File: src/rtl/srd_pkg.sv
// Shared types and character constants for the serial response deframer.
package srd_pkg;

  localparam logic [7:0] CHAR_START = 8'h2A;  // '*'
  localparam logic [7:0] CHAR_LF    = 8'h0A;
  localparam logic [7:0] CHAR_CR    = 8'h0D;
  localparam logic [7:0] CHAR_D     = 8'h44;
  localparam logic [7:0] CHAR_R     = 8'h52;
  localparam logic [7:0] CHAR_ZERO  = 8'h30;
  localparam logic [7:0] CHAR_A     = 8'h41;
  localparam logic [7:0] HEX_ALPHA_OFS = 8'd55;  // 'A' - 10

  localparam int unsigned PAYLOAD_OFS  = 6;
  localparam int unsigned RESULT_LIMIT = 64;
  localparam logic [6:0]  MAX_PAYLOAD_RST = 7'd64;

  typedef enum logic [1:0] {
    STATUS_DATA  = 2'd0,
    STATUS_EMPTY = 2'd1,
    STATUS_OTHER = 2'd2
  } status_e;

  typedef enum logic [1:0] {
    S_RX,
    S_ONE,
    S_RD,
    S_WR
  } state_e;

  function automatic logic [7:0] hex_digit(input logic [7:0] c);
    hex_digit = (c >= CHAR_A) ? c - HEX_ALPHA_OFS : c - CHAR_ZERO;
  endfunction

endpackage

File: src/rtl/srd_in_if.sv
// Received byte channel.
interface srd_in_if;
  logic       valid;
  logic       ready;
  logic [7:0] rx_byte;

  modport source (output valid, output rx_byte, input ready);
  modport sink   (input valid, input rx_byte, output ready);
endinterface

File: src/rtl/srd_out_if.sv
// Result channel: payload byte, declared length, status and last flag.
interface srd_out_if;
  logic       valid;
  logic       ready;
  logic [7:0] payload_byte;
  logic [7:0] declared_length;
  logic [1:0] status;
  logic       last;

  modport source (output valid, output payload_byte, output declared_length,
                  output status, output last, input ready);
  modport sink   (input valid, input payload_byte, input declared_length,
                  input status, input last, output ready);
endinterface

File: src/rtl/serial_response_deframer_core.sv
// Serial response deframer: collects '*'...CR LF frames and delivers the payload.
//
// rx_i takes one received character per beat. Outside a frame every byte but
// '*' is dropped. Frame bytes go into a BUFFER_BYTES-deep RAM; bytes beyond it
// are counted but not stored. An LF right after a CR closes the frame.
// res_o then carries one beat per payload byte (status data, last on the final
// one), or a single empty-frame or other-response beat.
// Throughput: one byte per cycle while a frame is being received. After the
// closing beat, a status-only result is loaded in S_ONE, or each payload byte
// is read from the RAM in S_RD, then loaded into the output register in S_WR;
// rx_i is held off meanwhile. A result sits in an output register, so rx_i
// accepts the next byte while the last result of a frame still waits. When
// res_o stalls, payload readout waits with it; nothing is lost.
// cfg_we_i writes max_payload (reset 64; above 64 acts as 64). Write it only
// while idle. Reset returns to hunting for '*'; the RAM needs no clearing.
module serial_response_deframer_core #(
  parameter int unsigned BUFFER_BYTES = 128
) (
  input  logic              clk_i,
  input  logic              rst_ni,
  input  logic              cfg_we_i,
  input  logic [6:0]        cfg_wdata_i,
  srd_in_if.sink            rx_i,
  srd_out_if.source         res_o
);

  localparam int unsigned ADDR_W = $clog2(BUFFER_BYTES);
  localparam logic [7:0]  BUF_LEN = 8'(BUFFER_BYTES);

  srd_pkg::state_e  state_q, state_d;
  srd_pkg::status_e kind_q;

  logic [6:0] max_payload_q;
  logic       in_frame_q;
  logic [7:0] byte_count_q;
  logic [7:0] prev_q;
  logic [7:0] hdr1_q, hdr2_q, hdr4_q, hdr5_q;
  logic [7:0] len_q;
  logic [6:0] cnt_q;
  logic [6:0] k_q;

  logic       res_valid_q;
  logic [7:0] res_byte_q, res_len_q;
  logic [1:0] res_status_q;
  logic       res_last_q;

  // handshake and control
  logic rx_fire, closing, keep, start;
  logic slot_free, load_one, load_data, ram_re, ram_we, k_last;
  logic [7:0] rx_b;

  // frame close decode
  logic [7:0] bc_m1, end_w, avail;
  logic [7:0] c1, c2, c4, c5, d0, d1, len_w;
  logic [6:0] limit, cnt_w;
  logic       is_dr;
  logic [7:0] rd_idx;
  logic [7:0] rdata;

  assign rx_b      = rx_i.rx_byte;
  assign rx_fire   = rx_i.valid && rx_i.ready;
  assign closing   = in_frame_q && (rx_b == srd_pkg::CHAR_LF) && (prev_q == srd_pkg::CHAR_CR);
  assign start     = !in_frame_q && (rx_b == srd_pkg::CHAR_START);
  assign keep      = rx_fire && (start || (in_frame_q && !closing));
  assign slot_free = !res_valid_q || res_o.ready;
  assign k_last    = (k_q + 7'd1) == cnt_q;

  // content ends before the closing CR, clipped to the store
  always_comb begin
    bc_m1 = byte_count_q - 8'd1;
    end_w = (bc_m1 > BUF_LEN) ? BUF_LEN : bc_m1;
    avail = (end_w > 8'(srd_pkg::PAYLOAD_OFS)) ? end_w - 8'(srd_pkg::PAYLOAD_OFS) : 8'd0;
    c1 = (end_w > 8'd1) ? hdr1_q : 8'd0;
    c2 = (end_w > 8'd2) ? hdr2_q : 8'd0;
    c4 = (end_w > 8'd4) ? hdr4_q : srd_pkg::CHAR_ZERO;
    c5 = (end_w > 8'd5) ? hdr5_q : srd_pkg::CHAR_ZERO;
    is_dr = (c1 == srd_pkg::CHAR_D) && (c2 == srd_pkg::CHAR_R);
    d0 = srd_pkg::hex_digit(c4);
    d1 = srd_pkg::hex_digit(c5);
    len_w = {d0[3:0], 4'd0} | d1;
    limit = (max_payload_q > 7'(srd_pkg::RESULT_LIMIT)) ? 7'(srd_pkg::RESULT_LIMIT)
                                                         : max_payload_q;
    cnt_w = (len_w < {1'b0, limit}) ? len_w[6:0] : limit;
    if ({1'b0, cnt_w} > avail) begin
      cnt_w = avail[6:0];
    end
  end

  // next state
  always_comb begin
    state_d = state_q;
    unique case (state_q)
      srd_pkg::S_RX: begin
        if (rx_fire && closing) begin
          state_d = (is_dr && cnt_w != 7'd0) ? srd_pkg::S_RD : srd_pkg::S_ONE;
        end
      end
      srd_pkg::S_ONE: begin
        if (slot_free) state_d = srd_pkg::S_RX;
      end
      srd_pkg::S_RD: state_d = srd_pkg::S_WR;
      srd_pkg::S_WR: begin
        if (slot_free) state_d = k_last ? srd_pkg::S_RX : srd_pkg::S_RD;
      end
      default: state_d = srd_pkg::S_RX;
    endcase
  end

  // outputs of the sequencer
  always_comb begin
    rx_i.ready = 1'b0;
    load_one   = 1'b0;
    load_data  = 1'b0;
    ram_re     = 1'b0;
    unique case (state_q)
      srd_pkg::S_RX:  rx_i.ready = 1'b1;
      srd_pkg::S_ONE: load_one   = slot_free;
      srd_pkg::S_RD:  ram_re     = 1'b1;
      srd_pkg::S_WR:  load_data  = slot_free;
      default: ;
    endcase
  end

  // writes and reads never overlap: reads happen only outside S_RX
  assign ram_we = keep && ((start ? 8'd0 : byte_count_q) < BUF_LEN);
  assign rd_idx = 8'(srd_pkg::PAYLOAD_OFS) + {1'b0, k_q};

  srd_ram #(
    .WIDTH(8),
    .DEPTH(BUFFER_BYTES)
  ) u_frame_ram (
    .clk_i  (clk_i),
    .we_i   (ram_we),
    .waddr_i(start ? '0 : byte_count_q[ADDR_W-1:0]),
    .wdata_i(rx_b),
    .re_i   (ram_re),
    .raddr_i(rd_idx[ADDR_W-1:0]),
    .rdata_o(rdata)
  );

  always_ff @(posedge clk_i or negedge rst_ni) begin
    if (!rst_ni) begin
      state_q       <= srd_pkg::S_RX;
      max_payload_q <= srd_pkg::MAX_PAYLOAD_RST;
      in_frame_q    <= 1'b0;
      byte_count_q  <= 8'd0;
      prev_q        <= 8'd0;
      res_valid_q   <= 1'b0;
      k_q           <= 7'd0;
      kind_q        <= srd_pkg::STATUS_OTHER;
    end else begin
      state_q <= state_d;
      if (cfg_we_i) max_payload_q <= cfg_wdata_i;
      if (keep) begin
        in_frame_q   <= 1'b1;
        byte_count_q <= start ? 8'd1
                      : (byte_count_q == 8'hFF) ? byte_count_q : byte_count_q + 8'd1;
        prev_q       <= rx_b;
      end
      if (rx_fire && closing) begin
        in_frame_q <= 1'b0;
        k_q        <= 7'd0;
        kind_q     <= !is_dr ? srd_pkg::STATUS_OTHER
                    : (cnt_w == 7'd0) ? srd_pkg::STATUS_EMPTY : srd_pkg::STATUS_DATA;
      end
      if (load_data && !k_last) k_q <= k_q + 7'd1;
      if (load_one || load_data) begin
        res_valid_q <= 1'b1;
      end else if (res_o.ready) begin
        res_valid_q <= 1'b0;
      end
    end
  end

  // payload registers
  always_ff @(posedge clk_i) begin
    if (keep && !start) begin
      if (byte_count_q == 8'd1) hdr1_q <= rx_b;
      if (byte_count_q == 8'd2) hdr2_q <= rx_b;
      if (byte_count_q == 8'd4) hdr4_q <= rx_b;
      if (byte_count_q == 8'd5) hdr5_q <= rx_b;
    end
    if (rx_fire && closing) begin
      len_q <= is_dr ? len_w : 8'd0;
      cnt_q <= cnt_w;
    end
    if (load_one) begin
      res_byte_q   <= 8'd0;
      res_len_q    <= len_q;
      res_status_q <= kind_q;
      res_last_q   <= 1'b1;
    end else if (load_data) begin
      res_byte_q   <= rdata;
      res_len_q    <= len_q;
      res_status_q <= srd_pkg::STATUS_DATA;
      res_last_q   <= k_last;
    end
  end

  assign res_o.valid           = res_valid_q;
  assign res_o.payload_byte    = res_byte_q;
  assign res_o.declared_length = res_len_q;
  assign res_o.status          = res_status_q;
  assign res_o.last            = res_last_q;

endmodule

File: src/rtl/srd_ram.sv
// Generic single-write, single-read RAM with registered read data.
module srd_ram #(
  parameter int unsigned WIDTH = 8,
  parameter int unsigned DEPTH = 128
) (
  input  logic                     clk_i,
  input  logic                     we_i,
  input  logic [$clog2(DEPTH)-1:0] waddr_i,
  input  logic [WIDTH-1:0]         wdata_i,
  input  logic                     re_i,
  input  logic [$clog2(DEPTH)-1:0] raddr_i,
  output logic [WIDTH-1:0]         rdata_o
);

  logic [WIDTH-1:0] mem [DEPTH];

  always_ff @(posedge clk_i) begin
    if (we_i) begin
      mem[waddr_i] <= wdata_i;
    end
    if (re_i) begin
      rdata_o <= mem[raddr_i];
    end
  end

endmodule

File: src/flat_wrapper.sv
// flat-port wrapper written by rule: the top's interface ports become plain ports
module serial_response_deframer_core_flat 
#(
  parameter int unsigned BUFFER_BYTES = 128
)
  (clk_i, rst_ni, cfg_we_i, cfg_wdata_i, rx_i_valid, rx_i_rx_byte, rx_i_ready, res_o_valid, res_o_payload_byte, res_o_declared_length, res_o_status, res_o_last, res_o_ready);
  srd_in_if rx_i_i ();
  srd_out_if res_o_i ();
  input  logic clk_i;
  input  logic rst_ni;
  input  logic cfg_we_i;
  input  logic [6:0] cfg_wdata_i;
  input wire logic [$bits(rx_i_i.valid)-1:0] rx_i_valid;
  input wire logic [$bits(rx_i_i.rx_byte)-1:0] rx_i_rx_byte;
  output wire logic [$bits(rx_i_i.ready)-1:0] rx_i_ready;
  output wire logic [$bits(res_o_i.valid)-1:0] res_o_valid;
  output wire logic [$bits(res_o_i.payload_byte)-1:0] res_o_payload_byte;
  output wire logic [$bits(res_o_i.declared_length)-1:0] res_o_declared_length;
  output wire logic [$bits(res_o_i.status)-1:0] res_o_status;
  output wire logic [$bits(res_o_i.last)-1:0] res_o_last;
  input wire logic [$bits(res_o_i.ready)-1:0] res_o_ready;
  assign rx_i_i.valid = rx_i_valid;
  assign rx_i_i.rx_byte = rx_i_rx_byte;
  assign rx_i_ready = rx_i_i.ready;
  assign res_o_valid = res_o_i.valid;
  assign res_o_payload_byte = res_o_i.payload_byte;
  assign res_o_declared_length = res_o_i.declared_length;
  assign res_o_status = res_o_i.status;
  assign res_o_last = res_o_i.last;
  assign res_o_i.ready = res_o_ready;
  serial_response_deframer_core #(.BUFFER_BYTES(BUFFER_BYTES)) u_core (.clk_i(clk_i), .rst_ni(rst_ni), .cfg_we_i(cfg_we_i), .cfg_wdata_i(cfg_wdata_i), .rx_i(rx_i_i), .res_o(res_o_i));
endmodule
File: config.mk
export PLATFORM = sky130hd
export DESIGN_NAME = serial_response_deframer_core_flat
export DESIGN_NICKNAME = d
export VERILOG_FILES = /design/src/rtl/srd_pkg.sv /design/src/rtl/srd_in_if.sv /design/src/rtl/srd_out_if.sv /design/src/rtl/serial_response_deframer_core.sv /design/src/rtl/srd_ram.sv /design/src/flat_wrapper.sv
export SDC_FILE = /design/constraint.sdc
export NUM_CORES = 1
export LEC_CHECK = 0
export ABC_AREA = 1
export BUFFER_PORTS_ARGS = -buffer_cell sky130_fd_sc_hd__buf_2
export CORE_MARGIN = 2
export CORE_UTILIZATION = 45
export DETAILED_ROUTE_END_ITERATION = 12
export PLACE_DENSITY = 0.7
export SYNTH_ARGS = -nofsm -noshare
export SYNTH_HDL_FRONTEND = slang
export SYNTH_SLANG_ARGS = --single-unit
File: constraint.sdc
create_clock -name clk_i -period 10.31 [get_ports clk_i]
set_input_delay 1.031 -clock clk_i [delete_from_list [all_inputs] [get_ports clk_i]]
set_output_delay 1.031 -clock clk_i [all_outputs]
set_load 0.01 [all_outputs]
# [Word-level counts from Yosys, hierarchy flattened]
# Memories as Yosys holds them, arrays and structs flattened. A register that Yosys moved wholly into a read port is not among the register bits.
# Index checks and enable logic that the tools add are counted.
[op_classes] add_sub_neg=9 magnitude_cmp=12 n_eq_ne=18 mux=39 bitwise=1 reduce_logical=33
[op_table] cell="8-bit 2-to-1 mux" n=12
[op_table] cell="7-bit 2-to-1 mux" n=6
[op_table] cell="8-bit by 3-bit > comparator with 1-bit output (second input constant)" n=3
[op_table] cell="8-bit by 3-bit == test with 1-bit output (second input constant)" n=2
[op_table] cell="8-bit by 4-bit == test with 1-bit output (second input constant)" n=2
[op_table] cell="8-bit by 7-bit == test with 1-bit output (second input constant)" n=2
[op_table] cell="8-bit by 7-bit >= comparator with 1-bit output (second input constant)" n=2
[op_table] cell="2-bit 2-to-1 mux" n=8
[op_table] cell="8-bit by 6-bit subtractor with 8-bit output (second input constant)" n=2
[op_table] cell="1-bit logical AND" n=12
[op_table] cell="1-bit 2-to-1 mux" n=11
[op_table] cell="2-bit AND reduction" n=5
[op_table] cell="8-bit by 1-bit adder with 8-bit output (second input constant)" n=1
[op_table] cell="8-bit by 1-bit == test with 1-bit output (second input constant)" n=1
[op_table] cell="8-bit by 2-bit == test with 1-bit output (second input constant)" n=1
[op_table] cell="8-bit by 6-bit == test with 1-bit output (second input constant)" n=1
[op_table] cell="8-bit == test (second input constant)" n=1
[op_table] cell="7-bit by 8-bit > comparator with 1-bit output" n=1
[op_table] cell="8-bit by 1-bit > comparator with 1-bit output (second input constant)" n=1
[op_table] cell="8-bit by 2-bit > comparator with 1-bit output (second input constant)" n=1
[op_table] cell="8-bit > comparator (second input constant)" n=1
[op_table] cell="8-bit by 7-bit < comparator with 1-bit output" n=1
[op_table] cell="8-bit < comparator (second input constant)" n=1
[op_table] cell="2-bit by 1-bit != test with 1-bit output (second input constant)" n=4
[op_table] cell="other kinds (20)" n=30
[totals] regBits=102 ramBits=1024 inputBits=20 output_inout_bits=21 mem_count=1
[memory_table] memory="u_core.u_frame_ram.mem" depth=128 word_bits=8 read_ports=1 rd_clocked_by_memory_dff=1 write_ports=1 line="srd_ram.sv:15" rtl="logic [WIDTH-1:0] mem [DEPTH];"

# [Longest topological paths before layout]
# Gate-level depths: netlist of run 1.
[depth] word_depth=17 ltp_mapped=53

# [Cells and area by module]
# A second synthesis of run 1 with hierarchy kept.
[hier_totals] hier_cells=4240 hier_area_um2=48017.3
[modules_own_cells] mod="srd_ram" instances=1 cells_each=3575 area_per_inst_um2=42184.2 seq_area_each_um2=30989.7
[modules_own_cells] mod="serial_response_deframer_core" instances=1 cells_each=665 area_per_inst_um2=5833.1 seq_area_each_um2=2795.2

# [Worst setup path after synthesis of run 1]
# OpenSTA, ideal clock, no wires.
[synth_timing] path_kind="reg2reg" start="register u_core.byte_count_q[1]" end="register u_core.state_q[1]" t_arrival_ps=5863 required_ps=10186 setup_slack_ps=4324 stages_incl_launch_ff=52 cell_sequence="dfrtp_1 -> inv_1 -> ha_1 -> inv_1 -> nand2_1 -> nand2_1 -> nor2_1 -> nand3_1 -> o21ai_4 -> inv_1 -> nor2_1 -> inv_1 -> ha_1 -> nand2_1 -> nand2_2 -> nor2_1 -> inv_1 -> ha_1 -> (+16 left out) -> nand2_1 -> ha_1 -> inv_1 -> nor2_1 -> o211ai_1 -> nand2_1 -> a21oi_1 -> nor2_1 -> o21ai_0 -> a21oi_1 -> nand2_1 -> inv_1 -> nand2_1 -> o21ai_2 -> nor2_1 -> nand2_2 -> nand3_1 -> nand2_1"
[synth_between] elab_chain_cells=17 word_cells_on_any_way=35 classes_between="add/sub (6); order compare (10); eq/ne (2); mux (13); bitwise (1); reduce/logical (3)"
[synth_rtl] element="start: declaration" line="serial_response_deframer_core.sv:35" rtl="logic [7:0] byte_count_q;"
[synth_rtl] element="start signal: assignment" line="serial_response_deframer_core.sv:156" rtl="byte_count_q <= start ? 8'd1"
[synth_rtl] element="8-bit by 1-bit subtractor with 8-bit output *" line="serial_response_deframer_core.sv:70" rtl="bc_m1 = byte_count_q - 8'd1;"
[synth_rtl] element="8-bit > comparator" line="serial_response_deframer_core.sv:71" rtl="end_w = (bc_m1 > BUF_LEN) ? BUF_LEN : bc_m1;"
[synth_rtl] element="8-bit 2-to-1 mux *" line="serial_response_deframer_core.sv:71"
[synth_rtl] element="8-bit by 3-bit > comparator with 1-bit output (on tied branches)" line="serial_response_deframer_core.sv:76, serial_response_deframer_core.sv:75"
[synth_rtl] element="8-bit 2-to-1 mux (on tied branches)" line="serial_response_deframer_core.sv:76, serial_response_deframer_core.sv:75"
[synth_rtl] element="8-bit by 6-bit subtractor with 8-bit output (tied with other cells)" line="srd_pkg.sv:31" rtl="hex_digit = (c >= CHAR_A) ? c - HEX_ALPHA_OFS : c - CHAR_ZERO;"
[synth_rtl] element="8-bit 2-to-1 mux or 4-bit 2-to-1 mux (tied branches)" line="srd_pkg.sv:31"
[synth_rtl] element="8-bit OR *" line="serial_response_deframer_core.sv:80" rtl="len_w = {d0[3:0], 4'd0} | d1;"
[synth_rtl] element="net u_core.len_w[6]" line="serial_response_deframer_core.sv:54" rtl="logic [7:0] c1, c2, c4, c5, d0, d1, len_w;"
[synth_rtl] element="(+2 left out)"
[synth_rtl] element="7-bit by 8-bit > comparator with 1-bit output" line="serial_response_deframer_core.sv:84" rtl="if ({1'b0, cnt_w} > avail) begin"
[synth_rtl] element="7-bit 2-to-1 mux *" line="serial_response_deframer_core.sv:84"
[synth_rtl] element="net u_core.cnt_w[0]" line="serial_response_deframer_core.sv:55" rtl="logic [6:0] limit, cnt_w;"
[synth_rtl] element="7-bit nonzero test *" line="serial_response_deframer_core.sv:95" rtl="state_d = (is_dr && cnt_w != 7'd0) ? srd_pkg::S_RD : srd_pkg::S_ONE;"
[synth_rtl] element="1-bit logical AND *" line="serial_response_deframer_core.sv:95"
[synth_rtl] element="2-bit 2-to-1 mux *" line="serial_response_deframer_core.sv:95"
[synth_rtl] element="2-bit 2-to-1 mux *" line="serial_response_deframer_core.sv:94" rtl="if (rx_fire && closing) begin"
[synth_rtl] element="2-bit one-hot mux with 4 select lines *" line="serial_response_deframer_core.sv:92" rtl="unique case (state_q)"
[synth_rtl] element="end signal: assignment" line="serial_response_deframer_core.sv:143" rtl="state_q <= srd_pkg::S_RX;"
[synth_rtl] element="end signal: assignment" line="serial_response_deframer_core.sv:152" rtl="state_q <= state_d;"
[synth_rtl] element="end: declaration" line="serial_response_deframer_core.sv:30" rtl="srd_pkg::state_e state_q, state_d;"
# The timed path passes the listed nets; every way through them passes the cells marked *. The select of a mux whose other input is x is not followed.
# A chain may end at the register's enable or synchronous reset.

# [Worst setup path after layout of run 1]
# Ends and elaborated chain as after synthesis.

==> results.md, run 1 <==
* 1st-iter DRT viols at 4007
* Global placer's final weighted congestion at 0.861
* Final ANT Viol Nets at 0
* Sw frac at between 20% and 30%
* Synth top area share at 70.6%
* Seq/Total Area, Yosys at 72.9%
* Clock Pin Slew Worst Setup and Hold Paths at roughly 0.06 ns
* Startpoint Class: register
* Sequential share of power at about half
* Syn Area/Cell at approximately 12 sq um
* Crit Path Class: reg -> reg
* First-pass GRT wire length at between 150000 and 200000 um
* Rel. slew slack at about 25%
* Max Cap Viol at 0
* Global Route Usage Sum at 21.6%
* Sequential Area at 0.0338 sq mm
* Area Overhead vs Synth at 10.8%
* Min Clock Period, post-route at 6.93 ns
* Clock share of power at 37.8%
* Clk_skew at ~0.036 ns
* CP max-delay cell: dfrtp_1
* Nets@finish at about 3800
* Wire length per cell at 22.7 um
* CTS tree: done
* Die X at roughly 320 um
* Sum Neg Setup Slack at 0 ns
* Post CTS Setup Buffer Count at 0
* Mapped Area at 0.0463 sq mm
* Die area at 0.106 sq mm
* Endpoints failing setup at 0
* Clock Tree Buf Depth at 3
* Starting Density at approximately 45%
* Internal power at a little under 0.008 W
* Logic pwr share at about an eighth
* Die height at between 300 and 400 um
* CTS buffer count at approximately 110
* Synthesized flop and latch total at approximately 1100
* Arrival time worst endpoint at 7.52 ns
* Actual slew at the worst max-slew pin at around 1.1 ns
* Post-synth top flop: edfxtp_1
* Max Slew Vio Count at 0
* LEAKAGE at roughly 17 nW
* Final instance area at 0.0514 sq mm
* DR pass1 iterations at 8
* Hold Vio Cnt, Final at 0
* Synth async-reset ratio at between 3 and 4%
* Main area contributors after synthesis: edfxtp_1 (71%), nor2_1 (6.8%), o21ai_0 (6.8%)
* PwrDens at 202 mW/mm^2
* Via count at approximately 30000
* Synthesized Nets at roughly 3800
* Placed wire-length estimate at about 67000 um
* EDFF count, synth at about 1100
* Row count at ~120
* Top Ports at just over 40
* Clock root buffer master: clkbuf_16
* Period utilization at between 60% and 70%
* Initial antenna violation count at 0
* Core ar. at just over 0.1 sq mm
* CP dominant cell by count: nand2_1
* Worst-Skew Late Latency at ~0.73 ns
* I/O Buffers at 40
* Grt ovf at 0
* Yosys warns at 0
* Share of cells above drive strength 1 at under 10%
* Achievable Freq at 0.144 GHz
* Status: finished clean
* Cells after Synth at between 3000 and 4000
* Multi-input logic area at around 0.011 sq mm
* CP Capture Type: register
* Switching power at about 0.0027 W
* Critical Path RT at 10.90 ns
* DP Area at around 0.048 sq mm
* # DRC at 0
* DRT Wirelength at approximately 120000 um
* Cts hold-fix bufs at 0
* RSZ-0062 raised after global routing: no
* HP Class: reg -> reg
* Leading area contributor after synthesis: edfxtp_1
* H-tree levels at 3
* Clock sink count at around 1100
* Vias in the first global route at between 20000 and 30000
* CP max stage delay at about 0.47 ns
* Worst VDD drop at approximately 0.15 mV
* Pin count of the biggest net entering global routing at around 190
* Synth unique cells at 52
* Filler cells at about 8600
* CTS resizes at 0
* Worst-path fanout max at 8
* Vias per inst at a little under 6
-- registers in the layout, indices dropped and copies added, names as in the netlist, 8 cells and up --
name                          cells
u_core.len_q                      8
u_core.hdr2_q                     8
u_core.hdr4_q                     8
u_core.res_o.payload_byte         8
u_core.u_frame_ram.mem         1024
u_core.hdr1_q                     8
u_core.byte_count_q               8
u_core.res_o.declared_length      8
u_core.hdr5_q                     8
u_core.u_frame_ram.rdata_o        8
u_core.prev_q                     8
-- routing by layer --
layer  track usage [%]  vias up  wire (um)
met4              8.23        0       4270
met1              30.5    14800      48100
met2              33.4     1468      53800
met3              3.95      226      11000
met5                 0        -          0
li1                  -    13700          -
-- power groups by stage --
stage	clock network, W	logic, W	registers [W]
6_report	0.00393	0.00124	0.00521
3_5_place_dp	0	0.00124	0.00531
3_3_place_gp	0	0.00122	0.00531
4_1_cts	0.00396	0.00124	0.00521
5_1_grt	0.00414	0.00140	0.00522
2_1_floorplan	0	0.000874	0.00528
-- critical path: cells and delay by family (launching register included) --
| family | cells | cell delay, ns |
|---|---|---|
| compound gates | 7 | 1.00 |
| flops | 1 | 0.47 |
| simple gates | 31 | 3.17 |
| fa+ha+maj | 5 | 1.29 |
| buf+inv | 8 | 0.89 |
-- worst paths after layout --
kind | end | slack [ns] | from | depth (start not counted)
min reg2reg | u_core.res_o.declared_length[7]$_DFFE_PP_ | 0.40 | u_core.len_q[7]$_SDFFCE_PN0P_ | 0
max in group asynchronous | u_core.k_q[1]$_DFFE_PN0P_ | 9.18 | rst_ni | 1
min in group asynchronous | u_core.max_payload_q[4]$_DFFE_PN0P_ | 0.45 | rst_ni | 1
max | u_core.state_q[1]$_DFFE_PN0P_ | 3.38 | u_core.byte_count_q[1]$_DFFE_PN0P_ | 51
max reg2reg | u_core.state_q[1]$_DFFE_PN0P_ | 3.38 | u_core.byte_count_q[1]$_DFFE_PN0P_ | 51
min | u_core.res_o.declared_length[7]$_DFFE_PP_ | 0.40 | u_core.len_q[7]$_SDFFCE_PN0P_ | 0
-- cells in the mapped netlist, types with 3 or more instances --
master / count
nand3b_1: 3
a22o_1: 8
nand2_4: 3
o22ai_1: 261
o221ai_1: 30
a31oi_1: 6
nor3_1: 13
o32ai_1: 26
nand4_1: 12
a32oi_1: 8
nand2_2: 10
nor2_1: 838
ha_1: 31
nor4_1: 12
xnor2_1: 5
o211ai_1: 30
o21ai_0: 628
nor2_4: 4
xor2_1: 18
nor2_2: 5
inv_2: 6
nand2_1: 194
a21oi_1: 26
clkbuf_1: 231
dfxtp_1: 9
nor2_8: 3
or2_2: 6
o31ai_1: 3
nand3_1: 50
edfxtp_1: 1089
clkinv_1: 5
inv_1: 104
dfrtp_1: 34
-- per-stage QoR --
stage	hold WS, ns	utilization [%]	setup WS, ns	cells	total power (W)
final	0.402	50.4	3.38	5165	0.0104
after global placement	0.403	46.9	3.53	4954	0.00653
after floorplan	0.400	-	4.32	3736	0.00615
after CTS	0.408	50.4	3.37	5164	0.0104
after detailed placement	0.405	46.9	3.40	4954	0.00655
after global routing	0.427	50.4	2.50	5164	0.0108
-- kinds of logic (layout without fill, tap and decap cells) --
kind of cell / Yosys count / count (layout) / share of synthesized area (%)
buffers and inverters: 353 / 413 / 2.89
AND/OR/NAND/NOR: 1158 / 1158 / 10.1
adder cells (fa/ha/maj): 31 / 31 / 0.837
flip-flops: 1134 / 1134 / 72.9
XOR/XNOR: 24 / 24 / 0.470
other: 0 / 1 / 0
AO/OA/AOI/OAI: 1035 / 1035 / 12.7
multiplexers: 1 / 1 / 0.0486
-- layout make-up --
type | count | share of cell area (%)
clock buffer | 142 | 5.73
tap | 1368 | 3.33
inverter | 116 | 0.882
antenna | 1 | 0.00487
clock inverter | 68 | 1.16
sequential | 1134 | 65.8
multi-input combinational | 2249 | 21.9
timing repair buffer | 87 | 1.21
-- layout by cell type, fill, tap and decap left out, types with 32 or more instances in the layout --
cell type,count
o21ai_0,628
nor2_1,838
nand2_1,193
inv_1,102
clkbuf_16,112
nand3_1,50
clkinv_1,39
o22ai_1,261
buf_4,51
dfrtp_1,32
edfxtp_1,1089
buf_2,32
Power figures use the tool's default switching activity.
==> run 2: changes to the inputs <==
Settings changed: ABC_AREA 1 to 0, PLACE_DENSITY 0.7 to 0.72.
Clock period 10.31 ns to 5.6 ns, I/O delays scaled along.
==> run 2 against run 1 <==
Sequential cell count unchanged; the flow now finishes with violations (capacitance limit, slew limit, setup timing); final cell count is 25% lower; power grew 110%.
==> results.md, run 2 <==
* Seq/Total Area, Yosys at 73.8% (+0.89 points)
* Worst VDD drop at 0.322 mV (+110%)
* Vias in the first global route at 23400 (-18%)
* Rel. slew slack at -3.46% (-29 points)
* Area Overhead vs Synth at 15.7%
* Clock root buffer master: clkbuf_16
* Logic pwr share at 21.0% (+9.1 points)
* Status: finished with violations
* WP buf/inv at 8 (unchanged)
* Startpoint Class: register
* Pin count of the biggest net entering global routing at 161 (-14%)
* I/O Buffers at 40 (unchanged)
* Synthesized Nets at 2261 (-40%)
* Placed wire-length estimate at 64400 um (-3.4%)
* Clock share of power at 34.8% (-3.0 points)
* Commonest non-fill, non-tap cell in the layout: edfxtp_1
* PwrDens at 407 mW/mm^2 (+100%)
* Mux cell area share after synthesis at 17.2% (+17 points)
* Hold Vio Cnt, Final at 0 (unchanged)
* Arrival time worst endpoint at 7.92 ns (+0.40 ns)
* Share of cells above drive strength 1 at 33.6% (+26 points)
* Die area at 0.104 sq mm (-1.2%)
* Sw frac at 26.5% (+0.52 points)
* Max Slew Vio Count at 3 (+3)
* Die height at 323 um (-0.60%)
* Row count at 116 (-0.85%)
* CTS tree: done
* Global Route Usage Sum at 20.6% (-1.0 points)
* Sequential share of power at 44.3% (-5.9 points)
* CTS buffer count at 110 (-1.8%)
* Min Clock Period, post-route at 7.34 ns (+0.406 ns)
* Mapped Area at 0.0458 sq mm (-1.2%)
* Achievable Freq at 0.136 GHz (-5.5%)
* Crit path max-delay family: compound AO/OA/AOI/OAI gates
* Crit Path Class: reg -> reg
* Sum Neg Setup Slack at -15.04 ns (-15.04 ns)
* CP Capture Type: register
* Commonest non-fill, non-tap cells in the layout: edfxtp_1 (1089), mux4_2 (336), nor2_1 (170)
* Leading area contributor after synthesis: edfxtp_1
* Nets@finish at 2485 (-34%)
* Endpoints failing setup at 10 (+10)
* Clock Tree Buf Depth at 3 (unchanged)
* Vias per inst at 5.97 (+2.1%)
* Synth Area in Compound Gates at 2.26% (-10 points)
* Setup ws final at -1.74 ns (-5.12 ns)
* Critical path depth at 34 (-33%)
* Syn Area/Cell at 20.7 sq um (+67%)
* Largest Register: u_core.u_frame_ram.mem
* Period utilization at 131% (+64 points)
* Main area contributors after synthesis: edfxtp_1 (71%), mux4_2 (17%), dfrtp_1 (1.9%)
* Clock sink count at 1134 (unchanged)
* Core ar. at 0.100 sq mm (-1.4%)
* Top post-synthesis cells by count: edfxtp_1 (1089), mux4_2 (336), nor2_1 (176)
* Synth async-reset ratio at 3.17% (unchanged)
* Grt ovf at 0 (unchanged)
* Critical Path RT at 6.18 ns (-4.72 ns)
* Post-synth top flop: edfxtp_1
* H-tree levels at 3 (unchanged)
* Failing checks: capacitance limit, slew limit, setup timing
* Synthesized flop and latch total at 1134 (unchanged)
* DR pass1 iterations at 5 (-3)
* Starting Density at 45.6% (+0.10 points)
* CP max-delay cell: or4b_4
* Util after Layout at 52.7% (+2.3 points)
* Synth Area in XOR/XNOR at 0.451% (-0.019 points)
* Worst reg2reg path depth at 34 (-33%)
* Clock Pin Slew Worst Setup and Hold Paths at 0.07 ns (about the same)
* Synth unique cells at 95 (+83%)
* Via count at 23200 (-23%)
* Die X at 323 um (-0.60%)
* Top Ports at 41 (unchanged)
* Max Cap Viol at 1 (+1)
* Clk_skew at 0.0472 ns (+0.0110 ns)
* DRT Wirelength at 106000 um (-9.2%)
* Initial antenna violation count at 7 (+7)
* Global placer's final weighted congestion at 0.877 (+1.9%)
* Synth top area share at 71.4% (+0.86 points)
* Worst-Skew Late Latency at 0.72 ns (about the same)
* RSZ-0062 raised after global routing: yes
* EDFF count, synth at 1089 (unchanged)
* LEAKAGE at 17.0 nW (+0.69%)
* Most common cell in the netlist: edfxtp_1
* HP Class: in -> reg
* Post-Synth Simple-Gate Area at 4.16% (-5.9 points)
* Max FFs per register at 1024 (unchanged)
* # DRC at 0 (unchanged)
* Post-synthesis adder-cell area fraction at 0.847% (+0.010 points)
* Worst-path fanout max at 7 (-1)
* 1st-iter DRT viols at 2421 (-40%)
* CP max stage delay at 0.54 ns (+0.07 ns)
* Switching power at 0.00570 W (+110%)
* Cells after Synth at 2210 (-41%)
* First-pass GRT wire length at 157000 um (-10%)
* Final ANT Viol Nets at 0 (unchanged)
* Internal power at 0.0158 W (+110%)
* Yosys warns at 0 (unchanged)
* Wire length per cell at 27.4 um (+21%)
* Hold Crit Depth at 2 (+2)
* Actual slew at the worst max-slew pin at 1.53 ns (+0.422 ns)
* Largest family of logic cells by synthesized area: multiplexers
## run 2: cell types whose count changed after synthesis, moves of 29 or more
cell / previous run / this run
inv_1: 104 / 29
clkbuf_1: 231 / 72
o221ai_1: 30 / 1
mux4_2: 0 / 336
nor2_1: 838 / 176
o22ai_1: 261 / 0
nand2_1: 194 / 72
o21ai_0: 628 / 32
## run 2: cells by family after synthesis
| group | count (synthesis) |
|---|---|
| buf+inv | 139 |
| flops | 1134 |
| simple gates | 387 |
| fa+ha+maj | 31 |
| compound gates | 132 |
| xor+xnor | 22 |
| mux | 365 |
## run 2: final cells by class
class                           count  area [sq um]
Multi-Input combinational cell    937         11900
Clock inverter                     69           801
Antenna cell                        2          5.00
Timing Repair Buffer              222          1780
Tap cell                         1357          1700
Inverter                           29           111
Clock buffer                      135          2870
Sequential cell                  1134         33800
Fill cell                        7649         47500
## run 2: worst reg2reg max path, delay by kind of cell (launching register included)
family          cells  cell delay (ns)
simple gates       10             1.73
mux                 1             0.23
flops               1             0.42
fa+ha+maj           4             0.85
compound gates     11             3.02
buf+inv             8             0.92
## run 2: power groups by stage
stage	Clock (W)	Sequential [W]	Combinational, W
CTS	0.00758	0.00954	0.00388
global route	0.00790	0.00955	0.00478
finish	0.00749	0.00954	0.00452
floorplan	0	0.00969	0.00189
detailed placement	0	0.00972	0.00342
global placement	0	0.00971	0.00333
## run 2: path summary, 6_finish.rpt
kind	startpoint	endpoint	slack [ns]
worst max-delay path	u_core.byte_count_q[0]$_DFFE_PN0P_	u_core.state_q[1]$_DFFE_PN0P_	-1.74
worst min-delay path	cfg_wdata_i[2]	u_core.max_payload_q[2]$_DFFE_PN0P_	0.11
worst max register to register	u_core.byte_count_q[0]$_DFFE_PN0P_	u_core.state_q[1]$_DFFE_PN0P_	-1.74
worst min register to register	u_core.len_q[4]$_SDFFCE_PN0P_	u_core.res_o.declared_length[4]$_DFFE_PP_	0.42
max in group asynchronous	rst_ni	u_core.k_q[1]$_DFFE_PN0P_	4.35
min in group asynchronous	rst_ni	u_core.max_payload_q[4]$_DFFE_PN0P_	0.54
## run 2: layer usage
layer	part of all wire, %	track usage [%]	vias up	wire [um]
li1	-	-	9623	-
met1	40	28.5	12300	42500
met2	48	32.7	1109	51200
met3	8.7	4.63	198	9260
met4	3.2	6.70	8	3350
met5	0.046	0	-	49
## run 2: through the flow
stage	instance area (sq um)	std cells	total power, W	hold slack (ns)	worst slack [ns]
final	53000	3885	0.0215	0.106	-1.74
after global routing	53000	3884	0.0222	0.0827	-2.05
after CTS	52700	3876	0.0210	0.0686	-1.62
after detailed placement	48700	3656	0.0131	0.408	-1.92
after global placement	48700	3656	0.0130	0.410	-1.68
after floorplan	45900	2210	0.0116	0.264	-1.86
## run 2: what timing repair did
| item | in CTS | in global routing |
|---|---|---|
| endpoints found under the hold margin | 13 | 0 |
| pin swaps | 20 | 18 |
| gates resized for setup | 31 | 46 |
| endpoints found under the setup margin | 10 | 10 |
| hold buffers | 1 | 0 |
| buffers inserted | 15 | 9 |
